File: config.mk
export PLATFORM = sky130hd
export DESIGN_NAME = event_line_tokenizer_core_flat
export DESIGN_NICKNAME = d
export VERILOG_FILES = /design/src/elt_pkg.sv /design/src/elt_channels.sv /design/src/event_line_tokenizer_core.sv /design/src/flat_wrapper.sv
export VERILOG_INCLUDE_DIRS = /design/src /design/src/src
export SDC_FILE = /design/constraint.sdc
export NUM_CORES = 1
export LEC_CHECK = 0
export ABC_AREA = 1
export ABC_CLOCK_PERIOD_IN_PS = 6200
export BUFFER_PORTS_ARGS = -buffer_cell sky130_fd_sc_hd__buf_2
export CAP_MARGIN = 40
export CORE_ASPECT_RATIO = 0.6
export CORE_MARGIN = 2
export CORE_UTILIZATION = 67
export DETAILED_ROUTE_END_ITERATION = 8
export PLACE_DENSITY = 0.86
export SYNTH_ARGS = -nofsm -noshare
export SYNTH_HDL_FRONTEND = slang
export SYNTH_SLANG_ARGS = --single-unit
export TNS_END_PERCENT = 1
File: constraint.sdc
create_clock -name clock -period 6.2 [get_ports clock]
set_input_delay 1.24 -clock clock [delete_from_list [all_inputs] [get_ports clock]]
set_output_delay 1.24 -clock clock [all_outputs]
set_load 0.02 [all_outputs]
File: src/event_line_tokenizer_core_macros.svh
// assertion macros shared by the tokenizer rtl
`ifndef EVENT_LINE_TOKENIZER_CORE_MACROS_SVH
`define EVENT_LINE_TOKENIZER_CORE_MACROS_SVH

`ifndef ASSERT_OFF
`define ELT_ASSERT_IMPLY(label, clk, rst, pre, post) \
   label: assert property (@(posedge clk) disable iff (rst) (pre) |-> (post)) \
      else $error("assertion failed: same cycle implication");
`define ELT_ASSERT_NEXT(label, clk, rst, pre, post) \
   label: assert property (@(posedge clk) disable iff (rst) (pre) |=> (post)) \
      else $error("assertion failed: next cycle implication");
`else
`define ELT_ASSERT_IMPLY(label, clk, rst, pre, post)
`define ELT_ASSERT_NEXT(label, clk, rst, pre, post)
`endif

`endif

File: src/elt_pkg.sv
package elt_pkg;

   localparam int CHAR_W = 8;
   localparam int POS_W  = 11;
   localparam int PRIO_W = 8;
   localparam int KIND_W = 3;

   localparam logic [POS_W-1:0] LINE_MAX_BYTES = 11'd1024;

   localparam int Q_DEPTH = 4;
   localparam int Q_PTR_W = $clog2(Q_DEPTH);
   localparam int Q_CNT_W = $clog2(Q_DEPTH + 1);

   localparam logic [CHAR_W-1:0] CH_NUL     = 8'h00;
   localparam logic [CHAR_W-1:0] CH_PROMPT  = 8'h3E;
   localparam logic [CHAR_W-1:0] CH_OPEN    = 8'h3C;
   localparam logic [CHAR_W-1:0] CH_DQUOTE  = 8'h22;
   localparam logic [CHAR_W-1:0] CH_SQUOTE  = 8'h27;
   localparam logic [CHAR_W-1:0] CH_LBRACK  = 8'h5B;
   localparam logic [CHAR_W-1:0] CH_RBRACK  = 8'h5D;
   localparam logic [CHAR_W-1:0] CH_EQUALS  = 8'h3D;
   localparam logic [CHAR_W-1:0] CH_SPACE   = 8'h20;
   localparam logic [CHAR_W-1:0] CH_DIGIT0  = 8'h30;
   localparam logic [CHAR_W-1:0] CH_DIGIT9  = 8'h39;
   localparam logic [PRIO_W+3:0] PRIO_BASE  = 12'd10;
   localparam logic [PRIO_W+3:0] PRIO_LIMIT = 12'd255;

   typedef enum logic [3:0] {
      PH_START,
      PH_AFTER_PROMPT,
      PH_DIGITS,
      PH_NAME,
      PH_GAP,
      PH_PLAIN,
      PH_AFTER_EQ,
      PH_QPOS,
      PH_QNAMED,
      PH_ERROR
   } phase_type;

   typedef enum logic [KIND_W-1:0] {
      KIND_NAME,
      KIND_POSITIONAL,
      KIND_NAMED,
      KIND_LINE_OK,
      KIND_MALFORMED,
      KIND_OVERLONG
   } kind_type;

   typedef enum logic [1:0] {
      MARK_NONE,
      MARK_DQUOTE,
      MARK_SQUOTE,
      MARK_BRACKET
   } mark_type;

   typedef struct packed {
      kind_type          kind;
      logic [POS_W-1:0]  start_pos;
      logic [POS_W-1:0]  split_pos;
      logic [POS_W-1:0]  end_pos;
      logic [PRIO_W-1:0] prio_value;
      logic              last_of_run;
   } rec_type;

   function automatic mark_type opener_code(input logic [CHAR_W-1:0] c);
      mark_type m;
      case (c)
         CH_DQUOTE: m = MARK_DQUOTE;
         CH_SQUOTE: m = MARK_SQUOTE;
         CH_LBRACK: m = MARK_BRACKET;
         default:   m = MARK_NONE;
      endcase
      return m;
   endfunction

   function automatic logic [CHAR_W-1:0] closer_char(input mark_type m);
      logic [CHAR_W-1:0] c;
      case (m)
         MARK_DQUOTE: c = CH_DQUOTE;
         MARK_SQUOTE: c = CH_SQUOTE;
         default:     c = CH_RBRACK;
      endcase
      return c;
   endfunction

   function automatic phase_type plain_phase(input logic [CHAR_W-1:0] c);
      phase_type p;
      case (c)
         CH_SPACE:  p = PH_GAP;
         CH_EQUALS: p = PH_AFTER_EQ;
         default:   p = PH_PLAIN;
      endcase
      return p;
   endfunction

endpackage

File: src/elt_channels.sv
interface elt_req_if;
   logic                        valid;
   logic                        ready;
   logic [elt_pkg::CHAR_W-1:0]  char_code;

   modport source (output valid, output char_code, input ready);
   modport sink   (input valid, input char_code, output ready);
endinterface

interface elt_rsp_if;
   logic                        valid;
   logic                        ready;
   logic [elt_pkg::KIND_W-1:0]  record_kind;
   logic [elt_pkg::POS_W-1:0]   start_pos;
   logic [elt_pkg::POS_W-1:0]   split_pos;
   logic [elt_pkg::POS_W-1:0]   end_pos;
   logic [elt_pkg::PRIO_W-1:0]  prio_value;
   logic                        last_of_run;

   modport source (output valid, output record_kind, output start_pos, output split_pos,
                   output end_pos, output prio_value, output last_of_run, input ready);
   modport sink   (input valid, input record_kind, input start_pos, input split_pos,
                   input end_pos, input prio_value, input last_of_run, output ready);
endinterface

File: src/event_line_tokenizer_core.sv
// channel   | dir | beat content
// ----------+-----+--------------------------------------------------
// req_bus   | in  | one line byte (char_code), byte 0 ends the line
// rsp_bus   | out | one token or line-end record
//
// one byte is taken per cycle while ready is high; each byte updates the parser
// state in the cycle it is accepted and pushes zero, one or two records into a
// four-entry record queue; a record can leave on the cycle after its byte is taken
// req_bus.ready drops only while the queue holds more than two records
// synchronous active-high reset returns the parser to line start and empties the queue
`include "event_line_tokenizer_core_macros.svh"

module event_line_tokenizer_core (
   input  logic      clock,
   input  logic      reset,
   elt_req_if.sink   req_bus,
   elt_rsp_if.source rsp_bus
);

   localparam int Q_PTR_W = elt_pkg::Q_PTR_W;
   localparam int Q_CNT_W = elt_pkg::Q_CNT_W;

   elt_pkg::phase_type              phase_ff, phase_in;
   logic [elt_pkg::POS_W-1:0]       byte_pos_ff, byte_pos_in;
   logic [elt_pkg::POS_W-1:0]       token_start_ff, token_start_in;
   logic [elt_pkg::POS_W-1:0]       equals_pos_ff, equals_pos_in;
   logic                            equals_seen_ff, equals_seen_in;
   elt_pkg::mark_type               closing_mark_ff, closing_mark_in;
   logic [elt_pkg::PRIO_W-1:0]      prio_acc_ff, prio_acc_in;
   logic                            overlong_ff, overlong_in;

   elt_pkg::rec_type                q_ff [elt_pkg::Q_DEPTH];
   logic [Q_PTR_W-1:0]              wr_ptr_ff, wr_ptr_in;
   logic [Q_PTR_W-1:0]              rd_ptr_ff, rd_ptr_in;
   logic [Q_CNT_W-1:0]              q_count_ff, q_count_in;

   logic [elt_pkg::CHAR_W-1:0]      c;
   logic                            req_take, rsp_take;
   logic                            is_nul, at_max, is_digit;
   elt_pkg::mark_type               opener;
   logic [elt_pkg::POS_W-1:0]       pos_next;
   logic [elt_pkg::PRIO_W+3:0]      prio_sum;
   logic [elt_pkg::PRIO_W-1:0]      prio_sat;
   elt_pkg::rec_type                rec0, rec1, line_ok, plain_tok;
   logic [1:0]                      rec_count;
   elt_pkg::rec_type                head;
   logic                            at_line_start;

   assign c         = req_bus.char_code;
   assign req_take  = req_bus.valid && req_bus.ready;
   assign rsp_take  = rsp_bus.valid && rsp_bus.ready;
   assign is_nul    = (c == elt_pkg::CH_NUL);
   assign at_max    = (byte_pos_ff >= elt_pkg::LINE_MAX_BYTES);
   assign is_digit  = (c >= elt_pkg::CH_DIGIT0) && (c <= elt_pkg::CH_DIGIT9);
   assign opener    = elt_pkg::opener_code(c);
   assign pos_next  = byte_pos_ff + 1'b1;
   assign at_line_start = (byte_pos_ff == '0) && (phase_ff == elt_pkg::PH_START);

   // priority digits, saturating
   assign prio_sum  = {4'd0, prio_acc_ff} * elt_pkg::PRIO_BASE
                      + {8'd0, 4'(c - elt_pkg::CH_DIGIT0)};
   assign prio_sat  = (prio_sum > elt_pkg::PRIO_LIMIT) ? 8'hFF : prio_sum[7:0];

   // next phase
   always_comb begin
      phase_in = phase_ff;
      if (req_take) begin
         if (is_nul) begin
            phase_in = elt_pkg::PH_START;
         end else if (at_max) begin
            phase_in = elt_pkg::PH_ERROR;
         end else begin
            case (phase_ff)
               elt_pkg::PH_START: begin
                  if (c == elt_pkg::CH_PROMPT) phase_in = elt_pkg::PH_AFTER_PROMPT;
                  else if (c == elt_pkg::CH_OPEN) phase_in = elt_pkg::PH_DIGITS;
                  else phase_in = elt_pkg::PH_ERROR;
               end
               elt_pkg::PH_AFTER_PROMPT: begin
                  phase_in = (c == elt_pkg::CH_OPEN) ? elt_pkg::PH_DIGITS
                                                     : elt_pkg::PH_ERROR;
               end
               elt_pkg::PH_DIGITS: begin
                  if (is_digit) phase_in = elt_pkg::PH_DIGITS;
                  else if (c == elt_pkg::CH_PROMPT) phase_in = elt_pkg::PH_NAME;
                  else phase_in = elt_pkg::PH_ERROR;
               end
               elt_pkg::PH_NAME: begin
                  if (c == elt_pkg::CH_SPACE) phase_in = elt_pkg::PH_GAP;
               end
               elt_pkg::PH_GAP: begin
                  if (c == elt_pkg::CH_SPACE) phase_in = elt_pkg::PH_GAP;
                  else if (opener != elt_pkg::MARK_NONE) phase_in = elt_pkg::PH_QPOS;
                  else phase_in = elt_pkg::plain_phase(c);
               end
               elt_pkg::PH_PLAIN: begin
                  phase_in = elt_pkg::plain_phase(c);
               end
               elt_pkg::PH_AFTER_EQ: begin
                  if (opener != elt_pkg::MARK_NONE) phase_in = elt_pkg::PH_QNAMED;
                  else phase_in = elt_pkg::plain_phase(c);
               end
               elt_pkg::PH_QPOS, elt_pkg::PH_QNAMED: begin
                  if (c == elt_pkg::closer_char(closing_mark_ff)) phase_in = elt_pkg::PH_GAP;
               end
               elt_pkg::PH_ERROR: begin
                  phase_in = elt_pkg::PH_ERROR;
               end
               default: begin
                  phase_in = elt_pkg::PH_ERROR;
               end
            endcase
         end
      end
   end

   // token bookkeeping and records
   always_comb begin
      byte_pos_in     = byte_pos_ff;
      token_start_in  = token_start_ff;
      equals_pos_in   = equals_pos_ff;
      equals_seen_in  = equals_seen_ff;
      closing_mark_in = closing_mark_ff;
      prio_acc_in     = prio_acc_ff;
      overlong_in     = overlong_ff;

      line_ok             = '0;
      line_ok.kind        = elt_pkg::KIND_LINE_OK;
      line_ok.end_pos     = byte_pos_ff;
      line_ok.prio_value  = prio_acc_ff;

      plain_tok           = '0;
      plain_tok.kind      = equals_seen_ff ? elt_pkg::KIND_NAMED : elt_pkg::KIND_POSITIONAL;
      plain_tok.start_pos = token_start_ff;
      plain_tok.split_pos = equals_seen_ff ? equals_pos_ff : '0;
      plain_tok.end_pos   = byte_pos_ff;

      rec0      = '0;
      rec1      = '0;
      rec_count = 2'd0;

      if (req_take) begin
         if (is_nul) begin
            byte_pos_in     = '0;
            token_start_in  = '0;
            equals_pos_in   = '0;
            equals_seen_in  = 1'b0;
            closing_mark_in = elt_pkg::MARK_NONE;
            prio_acc_in     = '0;
            overlong_in     = 1'b0;
            if (overlong_ff) begin
               rec0.kind    = elt_pkg::KIND_OVERLONG;
               rec0.end_pos = byte_pos_ff;
               rec_count    = 2'd1;
            end else begin
               case (phase_ff)
                  elt_pkg::PH_START, elt_pkg::PH_AFTER_PROMPT, elt_pkg::PH_GAP: begin
                     rec0      = line_ok;
                     rec_count = 2'd1;
                  end
                  elt_pkg::PH_NAME: begin
                     rec0.kind      = elt_pkg::KIND_NAME;
                     rec0.start_pos = token_start_ff;
                     rec0.end_pos   = byte_pos_ff;
                     rec1           = line_ok;
                     rec_count      = 2'd2;
                  end
                  elt_pkg::PH_PLAIN, elt_pkg::PH_AFTER_EQ: begin
                     rec0      = plain_tok;
                     rec1      = line_ok;
                     rec_count = 2'd2;
                  end
                  elt_pkg::PH_QPOS: begin
                     rec0.kind      = elt_pkg::KIND_POSITIONAL;
                     rec0.start_pos = token_start_ff;
                     rec0.end_pos   = byte_pos_ff;
                     rec1           = line_ok;
                     rec_count      = 2'd2;
                  end
                  elt_pkg::PH_QNAMED: begin
                     rec0.kind      = elt_pkg::KIND_NAMED;
                     rec0.start_pos = token_start_ff;
                     rec0.split_pos = equals_pos_ff;
                     rec0.end_pos   = byte_pos_ff;
                     rec1           = line_ok;
                     rec_count      = 2'd2;
                  end
                  default: begin
                     rec0.kind    = elt_pkg::KIND_MALFORMED;
                     rec0.end_pos = byte_pos_ff;
                     rec_count    = 2'd1;
                  end
               endcase
            end
         end else if (at_max) begin
            overlong_in = 1'b1;
         end else begin
            byte_pos_in = pos_next;
            case (phase_ff)
               elt_pkg::PH_DIGITS: begin
                  if (is_digit) prio_acc_in = prio_sat;
                  else if (c == elt_pkg::CH_PROMPT) token_start_in = pos_next;
               end
               elt_pkg::PH_NAME: begin
                  if (c == elt_pkg::CH_SPACE) begin
                     rec0.kind      = elt_pkg::KIND_NAME;
                     rec0.start_pos = token_start_ff;
                     rec0.end_pos   = byte_pos_ff;
                     rec_count      = 2'd1;
                  end
               end
               elt_pkg::PH_GAP: begin
                  if (c != elt_pkg::CH_SPACE) begin
                     token_start_in  = byte_pos_ff;
                     equals_seen_in  = 1'b0;
                     equals_pos_in   = '0;
                     closing_mark_in = opener;
                     if (opener == elt_pkg::MARK_NONE && c == elt_pkg::CH_EQUALS) begin
                        equals_pos_in  = byte_pos_ff;
                        equals_seen_in = 1'b1;
                     end
                  end
               end
               elt_pkg::PH_PLAIN, elt_pkg::PH_AFTER_EQ: begin
                  if (phase_ff == elt_pkg::PH_AFTER_EQ) closing_mark_in = opener;
                  if (phase_ff == elt_pkg::PH_PLAIN || opener == elt_pkg::MARK_NONE) begin
                     if (c == elt_pkg::CH_SPACE) begin
                        rec0      = plain_tok;
                        rec_count = 2'd1;
                     end else if (c == elt_pkg::CH_EQUALS) begin
                        equals_pos_in  = byte_pos_ff;
                        equals_seen_in = 1'b1;
                     end
                  end
               end
               elt_pkg::PH_QPOS, elt_pkg::PH_QNAMED: begin
                  if (c == elt_pkg::closer_char(closing_mark_ff)) begin
                     closing_mark_in = elt_pkg::MARK_NONE;
                     rec0.kind       = (phase_ff == elt_pkg::PH_QNAMED)
                                       ? elt_pkg::KIND_NAMED : elt_pkg::KIND_POSITIONAL;
                     rec0.start_pos  = token_start_ff;
                     rec0.split_pos  = (phase_ff == elt_pkg::PH_QNAMED) ? equals_pos_ff : '0;
                     rec0.end_pos    = pos_next;
                     rec_count       = 2'd1;
                  end
               end
               default: begin
               end
            endcase
         end
      end
      rec0.last_of_run = (rec_count == 2'd1);
      rec1.last_of_run = 1'b1;
   end

   // record queue
   always_comb begin
      wr_ptr_in  = wr_ptr_ff + Q_PTR_W'(rec_count);
      rd_ptr_in  = rd_ptr_ff + Q_PTR_W'(rsp_take);
      q_count_in = q_count_ff + Q_CNT_W'(rec_count) - Q_CNT_W'(rsp_take);
   end

   assign req_bus.ready = (q_count_ff <= Q_CNT_W'(elt_pkg::Q_DEPTH - 2));

   assign head                = q_ff[rd_ptr_ff];
   assign rsp_bus.valid       = (q_count_ff != '0);
   assign rsp_bus.record_kind = head.kind;
   assign rsp_bus.start_pos   = head.start_pos;
   assign rsp_bus.split_pos   = head.split_pos;
   assign rsp_bus.end_pos     = head.end_pos;
   assign rsp_bus.prio_value  = head.prio_value;
   assign rsp_bus.last_of_run = head.last_of_run;

   always_ff @(posedge clock) begin
      if (rec_count != 2'd0) q_ff[wr_ptr_ff] <= rec0;
      if (rec_count == 2'd2) q_ff[wr_ptr_ff + 1'b1] <= rec1;
   end

   always_ff @(posedge clock) begin
      if (reset) begin
         phase_ff        <= elt_pkg::PH_START;
         byte_pos_ff     <= '0;
         token_start_ff  <= '0;
         equals_pos_ff   <= '0;
         equals_seen_ff  <= 1'b0;
         closing_mark_ff <= elt_pkg::MARK_NONE;
         prio_acc_ff     <= '0;
         overlong_ff     <= 1'b0;
         wr_ptr_ff       <= '0;
         rd_ptr_ff       <= '0;
         q_count_ff      <= '0;
      end else begin
         phase_ff        <= phase_in;
         byte_pos_ff     <= byte_pos_in;
         token_start_ff  <= token_start_in;
         equals_pos_ff   <= equals_pos_in;
         equals_seen_ff  <= equals_seen_in;
         closing_mark_ff <= closing_mark_in;
         prio_acc_ff     <= prio_acc_in;
         overlong_ff     <= overlong_in;
         wr_ptr_ff       <= wr_ptr_in;
         rd_ptr_ff       <= rd_ptr_in;
         q_count_ff      <= q_count_in;
      end
   end

   `ELT_ASSERT_IMPLY(a_queue_bound, clock, reset, 1'b1, q_count_ff <= Q_CNT_W'(elt_pkg::Q_DEPTH))
   `ELT_ASSERT_IMPLY(a_overlong_err, clock, reset, overlong_ff, phase_ff == elt_pkg::PH_ERROR)
   `ELT_ASSERT_IMPLY(a_pos_bound, clock, reset, 1'b1, byte_pos_ff <= elt_pkg::LINE_MAX_BYTES)
   `ELT_ASSERT_NEXT(a_line_clear, clock, reset, req_take && is_nul, at_line_start)

endmodule
File: src/flat_wrapper.sv
// flat-port wrapper written by rule: the top's interface ports become plain ports
module event_line_tokenizer_core_flat 
  (clock, reset, req_bus_valid, req_bus_char_code, req_bus_ready, rsp_bus_valid, rsp_bus_record_kind, rsp_bus_start_pos, rsp_bus_split_pos, rsp_bus_end_pos, rsp_bus_prio_value, rsp_bus_last_of_run, rsp_bus_ready);
  elt_req_if req_bus_i ();
  elt_rsp_if rsp_bus_i ();
  input  logic clock;
  input  logic reset;
  input wire logic [$bits(req_bus_i.valid)-1:0] req_bus_valid;
  input wire logic [$bits(req_bus_i.char_code)-1:0] req_bus_char_code;
  output wire logic [$bits(req_bus_i.ready)-1:0] req_bus_ready;
  output wire logic [$bits(rsp_bus_i.valid)-1:0] rsp_bus_valid;
  output wire logic [$bits(rsp_bus_i.record_kind)-1:0] rsp_bus_record_kind;
  output wire logic [$bits(rsp_bus_i.start_pos)-1:0] rsp_bus_start_pos;
  output wire logic [$bits(rsp_bus_i.split_pos)-1:0] rsp_bus_split_pos;
  output wire logic [$bits(rsp_bus_i.end_pos)-1:0] rsp_bus_end_pos;
  output wire logic [$bits(rsp_bus_i.prio_value)-1:0] rsp_bus_prio_value;
  output wire logic [$bits(rsp_bus_i.last_of_run)-1:0] rsp_bus_last_of_run;
  input wire logic [$bits(rsp_bus_i.ready)-1:0] rsp_bus_ready;
  assign req_bus_i.valid = req_bus_valid;
  assign req_bus_i.char_code = req_bus_char_code;
  assign req_bus_ready = req_bus_i.ready;
  assign rsp_bus_valid = rsp_bus_i.valid;
  assign rsp_bus_record_kind = rsp_bus_i.record_kind;
  assign rsp_bus_start_pos = rsp_bus_i.start_pos;
  assign rsp_bus_split_pos = rsp_bus_i.split_pos;
  assign rsp_bus_end_pos = rsp_bus_i.end_pos;
  assign rsp_bus_prio_value = rsp_bus_i.prio_value;
  assign rsp_bus_last_of_run = rsp_bus_i.last_of_run;
  assign rsp_bus_i.ready = rsp_bus_ready;
  event_line_tokenizer_core u_core (.clock(clock), .reset(reset), .req_bus(req_bus_i), .rsp_bus(rsp_bus_i));
endmodule
Word-level counts from Yosys, hierarchy flattened
Memory sizes are Yosys's and may differ from the RTL's. A register that Yosys moved wholly into a read port is not among the register bits.
Cells that the tools add are included.
{"block": "op_classes", "add_sub_neg": 8, "reduce_logical": 28, "n_eq_ne": 32, "n_mux": 98, "magnitude_cmp": 5, "n_mul": 1}
{"cell": "45-bit 2-to-1 mux", "count": 8}
{"cell": "11-bit 2-to-1 mux", "count": 19}
{"cell": "11-bit case mux with 2 select lines", "count": 4}
{"cell": "8-bit 2-to-1 mux", "count": 9}
{"cell": "8-bit by 6-bit equality test with 1-bit output (second input constant)", "count": 6}
{"cell": "4-bit 2-to-1 mux", "count": 11}
{"cell": "44-bit 2-to-1 mux", "count": 1}
{"cell": "14-bit case mux with 3 select lines", "count": 1}
{"cell": "36-bit 2-to-1 mux", "count": 1}
{"cell": "11-bit case mux with 3 select lines", "count": 1}
{"cell": "4-bit case mux with 8 select lines", "count": 1}
{"cell": "2-bit 2-to-1 mux", "count": 14}
{"cell": "9-bit 2-to-1 mux", "count": 3}
{"cell": "22-bit 2-to-1 mux", "count": 1}
{"cell": "3-bit by 1-bit != test with 1-bit output (second input constant)", "count": 6}
{"cell": "2-bit case mux with 3 select lines", "count": 3}
{"cell": "4-bit by 3-bit equality test with 1-bit output (second input constant)", "count": 4}
{"cell": "1-bit 2-to-1 mux", "count": 16}
{"cell": "3-bit case mux with 5 select lines", "count": 1}
{"cell": "7-bit case mux with 2 select lines", "count": 1}
{"cell": "12-bit by 4-bit adder with 12-bit output", "count": 1}
{"cell": "12-bit by 8-bit greater-than comparator with 1-bit output (second input constant)", "count": 1}
{"cell": "6-bit AND reduction", "count": 2}
{"cell": "11-bit by 1-bit adder with 11-bit output (second input constant)", "count": 1}
{"cell": "40 further kinds", "count": 56}
{"block": "totals", "input_bits": 12, "ramBits": 180, "mem_count": 1, "ff_bits": 56, "out_inout_bits": 47, "elab_cells": 184}
{"name": "u_core.q_ff", "depth": 4, "width": 45, "read_ports": 1, "rd_clocked_by_memory_dff": 1, "wr": 2, "line": "event_line_tokenizer_core.sv:32", "rtl": "elt_pkg::rec_type q_ff [elt_pkg::Q_DEPTH];"}

Logic depth before layout (Yosys ltp)
{"block": "logic_depth", "word_depth": 15, "mapped_depth": 17, "ltp_nobuf": 16}

Least setup slack after synthesis
No wires, ideal clock.
{"block": "synth_timing", "path_type": "input-to-reg", "start": "input port req_bus_char_code[6]", "end": "register u_core.q_count_ff[2]", "slack_ns": 2.550, "arrival_ns": 3.529, "n_path_buf": 1, "path_stages": 13, "required_ns": 6.079, "setup_ns": 0.121, "cell_sequence": "nor2_1 -> nand3_1 -> nor2_4 -> nand2_2 -> nor2_4 -> clkbuf_1 -> inv_1 -> ha_1 -> inv_1 -> fa_1 -> xor2_1 -> o21ai_0 -> a21oi_1"}
{"block": "synth_via", "elab_chain_len": 11, "word_cells_on_any_way": 18, "cone_classes": "2 x add/sub; 5 x eq/ne; 8 x mux; 3 x reduce/logical"}
{"item": "start, declared", "line": "flat_wrapper.sv:9", "rtl": "input wire logic [$bits(req_bus_i.char_code)-1:0] req_bus_char_code;"}
{"item": "8-bit by 7-bit equality test with 1-bit output / 8-bit by 6-bit equality test with 1-bit output (equally long branches)", "line": "elt_pkg.sv:68", "rtl": "case (c)"}
{"item": "2-bit case mux with 3 select lines", "line": "elt_pkg.sv:68"}
{"item": "2-bit logical NOT", "line": "event_line_tokenizer_core.sv:226", "rtl": "if (phase_ff == elt_pkg::PH_PLAIN || opener == elt_pkg::MARK_NONE) begin"}
{"item": "1-bit logical OR", "line": "event_line_tokenizer_core.sv:226"}
{"item": "1-bit 2-to-1 mux", "line": "event_line_tokenizer_core.sv:226"}
{"item": "2-bit case mux with 3 select lines", "line": "event_line_tokenizer_core.sv:199", "rtl": "case (phase_ff)"}
{"item": "2-bit 2-to-1 mux", "line": "event_line_tokenizer_core.sv:195", "rtl": "end else if (at_max) begin"}
{"item": "2-bit 2-to-1 mux *", "line": "event_line_tokenizer_core.sv:143", "rtl": "if (is_nul) begin"}
{"item": "2-bit 2-to-1 mux *", "line": "event_line_tokenizer_core.sv:142", "rtl": "if (req_take) begin"}
{"item": "3-bit by 2-bit adder with 3-bit output *", "line": "event_line_tokenizer_core.sv:260", "rtl": "q_count_in = q_count_ff + Q_CNT_W'(rec_count) - Q_CNT_W'(rsp_take);"}
{"item": "3-bit by 1-bit subtractor with 3-bit output *", "line": "event_line_tokenizer_core.sv:260"}
{"item": "end signal, assigned", "line": "event_line_tokenizer_core.sv:303", "rtl": "q_count_ff <= q_count_in;"}
{"item": "end, declared", "line": "event_line_tokenizer_core.sv:35", "rtl": "logic [Q_CNT_W-1:0] q_count_ff, q_count_in;"}
Mark *: on every way between the ends. The rest lies on a longest branch, timed or not.
A chain may end at the register's enable or synchronous reset.

==> summary.txt <==
Detailed routing
  – WL final: 39.3 mm
  – Wire length per cell: 19.9 um
  – 1st-iter DRT viols: 1,858
  – 1st-pass router iterations: 6
  – Post-route ant nets: 0
  – Vias after detailed routing: 12,500
  – DRC viols: 0
  – Vias per cell: 6.31

Run
  – Max Cap Viol: 0

Timing
  – Fmax: 244 MHz
  – # setup viols final: 0
  – Fin. Hold Viols: 0
  – Clock skew: approximately 17 ps
  – Fin worst setup slack: 2110 ps
  – Crit share post-route: 66.0%
  – Least-Margin Pin Slew: 966 ps
  – Tmin final: 4090 ps
  – Final TNS setup: 0 ps
  – RSZ-0062 raised after global routing: no
  – Max-slew violation count: 0
  – Slew HR: a little over a third

Clock network
  – CTS tree: yes
  – Clock Path Buffers: 3
  – Post-CTS Repair Setup Buffers: 0
  – H-tree level count: 1
  – CTS Root Cell: clkbuf_16
  – Clk Latency, worst-skew pair: about 520 ps
  – Resize count post-CTS: 0
  – CTS clock-pin slew for the worst setup and hold paths: about 70 ps
  – CTS buffer count: 21
  – Clk sinks: 236
  – Hold-fix buffers, CTS: 0

Die
  – Die H: 111 um
  – Initial Util: 69.4%
  – Standard-cell rows: 38
  – IO Count: just under 60
  – Die X: 182 um
  – Area of the die: 0.0201 mm2
  – Core Area: 0.0183 mm2

Placement
  – Dpl hpwl: 26.7 mm
  – Pre-CTS WS: about 1700 ps
  – Port Buf Inserts: 58
  – GPL Wtd Cong: 0.972

Finish
  – Layout cell share with drive strength beyond 1: 9.55%
  – Area delta synth->final: 8.15%
  – Antenna diode count: 0
  – Final nets: 1,762

Global route
  – First-pass GRT wire length: 61.9 mm
  – Overflow after GRT: 0
  – Total track usage: 38.9%
  – Largest net degree at the start of global routing: slightly above 70
  – Vias in the first global route: 11,500
  – Antenna violations before repair: 0

Synth
  – Synth area leaders: dfxtp_1 (24%), edfxtp_1 (20%), nand2_1 (12%)
  – Post-synthesis async set-or-reset flop share: 0%
  – Synth cell count leaders: nand2_1 (419), o21ai_0 (164), inv_1 (158)
  – Yosys top cell area share: 24.0%
  – Post-synth top area cell: dfxtp_1
  – Seq/Total Area, Yosys: 43.8%
  – Mapped Nets: 1,757
  – Mapped Cells: 1,719
  – FF+latch count, synth: 236
  – Top-count cell post-synth: nand2_1
  – Syn Area/Cell: approximately 7.4 um2
  – Yosys warns: 0
  – Ys flop type: dfxtp_1
  – Synth cell types: 46
  – Post-synthesis instance area: 0.0127 mm2
  – EDFF count, synth: 84

Power and ir drop
  – LEAKAGE: just over 6 nW
  – Peak supply drop: around 300 uV
  – Clock Power Share: 31.2%
  – Share of total power in sequential cells: 37.9%
  – Logic pwr share: a little under a third
  – PwrDens: approximately 320 mW/mm2
  – Switching share of power: 36.8%
  – Sw Pwr: about 1.6 mW
  – P_int: 2.76 mW

Min path
  – Worst hold endpoint: u_core.q_ff[0][23]
  – Hold_sp: u_core.q_ff[0][23]
  – Hold Path Stages: 2
  – Worst Hold Class: flip-flop to flip-flop

Worst setup path
  – Crit path DAT: 4260 ps
  – Reg-to-reg setup timing slack: 2570 ps
  – CP endpoint kind: flip-flop
  – R2r startpoint: u_core.phase_ff[3]
  – R2R cell count: 10
  – Critical Path Source Type: input pin
  – WS Path Type: input pin to flip-flop
  – Crit path required time: 6370 ps
  – Crit-path max FO: 35
  – Reg-to-Reg End: u_core.q_ff[3][43]

Status
  – Status: finished clean
==> cells by family after synthesis <==
family / Yosys count / share of synthesized area (%)
AO/OA/AOI/OAI: 412 / 17.2
adder cells (fa/ha/maj): 26 / 2.74
AND/OR/NAND/NOR: 766 / 26.6
buffers and inverters: 265 / 8.60
XOR/XNOR: 14 / 0.966
flip-flops: 236 / 43.8
==> worst max-delay path by stage <==
stage / cells after the start / slack (ps) / startpoint / endpoint
after floorplan: 13 / 2550 / req_bus_char_code[6] / u_core.q_count_ff[2]
after global placement: 11 / 1860 / req_bus_char_code[2] / u_core.q_ff[2][43]
after detailed placement: 9 / 1730 / req_bus_char_code[2] / u_core.q_ff[3][6]
after CTS: 11 / 2240 / req_bus_char_code[2] / u_core.q_ff[2][42]
after global routing: 9 / 1960 / req_bus_char_code[2] / u_core.q_ff[3][3]
final: 9 / 2110 / req_bus_char_code[2] / u_core.q_ff[3][43]
==> worst max-delay path: stages <==
cell and delay (ps):
buf_2 170, inv_1 120, nand3_1 170, nor2_4 480, nand2_2 230, nor2_4 390
nand2_2 540, nand3_1 430, buf_4 410
==> power groups by stage <==
| stage | Clock [mW] | Sequential, mW | Combinational (mW) |
|---|---|---|---|
| global placement | 0 | 1.69 | 1.26 |
| detailed placement | 0 | 1.69 | 1.31 |
| floorplan | 0 | 1.67 | 0.889 |
| global route | 1.42 | 1.66 | 1.45 |
| CTS | 1.35 | 1.65 | 1.32 |
| finish | 1.36 | 1.65 | 1.35 |
==> metrics by stage <==
stage,instances,util (%),total power [mW],cell area [um2],hold slack (ps)
after floorplan,1719,-,2.56,12700,419
after global placement,1937,70.7,2.95,12900,429
after detailed placement,1941,71.1,2.99,13000,432
after CTS,1979,75.0,4.32,13700,448
after global routing,1979,75.0,4.52,13700,464
final,1979,75.0,4.36,13700,450
==> final cells by class <==
cell class              instances  area (um2)
multi-input cells            1218        6040
repair buffers                 77         478
fillers                      1391        4570
clock buffers                  32         639
well taps                     240         300
inverters                     170         638
clock inverters                 6        68.8
flip-flops and latches        236        5570
==> sequential cells by signal, summed over array words and instances, names as in the netlist <==
signal                  count
u_core.equals_seen_ff       1
u_core.phase_ff             4
u_core.wr_ptr_ff            2
u_core.token_start_ff      11
u_core.prio_acc_ff          8
u_core.equals_pos_ff       11
u_core.q_ff               180
u_core.rd_ptr_ff            2
u_core.overlong_ff          1
u_core.q_count_ff           3
u_core.byte_pos_ff         11
u_core.closing_mark_ff      2
==> cell usage in the layout (no fill, tap or decap), types with 23 or more instances in the layout <==
master | netlist | layout
nor2_1 | 148 | 148
ha_1 | 23 | 23
buf_2 | 23 | 58
nand4_1 | 45 | 45
o22ai_1 | 37 | 37
edfxtp_1 | 84 | 84
o21ai_0 | 164 | 164
inv_1 | 158 | 157
nand3_1 | 94 | 94
o21ai_1 | 32 | 32
a21oi_1 | 153 | 153
dfxtp_1 | 152 | 151
nand2_1 | 419 | 419
==> metal layers <==
metal	track usage [%]	vias to the layer above	part of all wire [%]
met5	0	-	0
met4	11.8	0	3.1
li1	-	5745	-
met2	55.9	933	41
met3	10.4	119	15
met1	57.3	5696	42
Note: power is estimated with default switching activity, not from simulation.
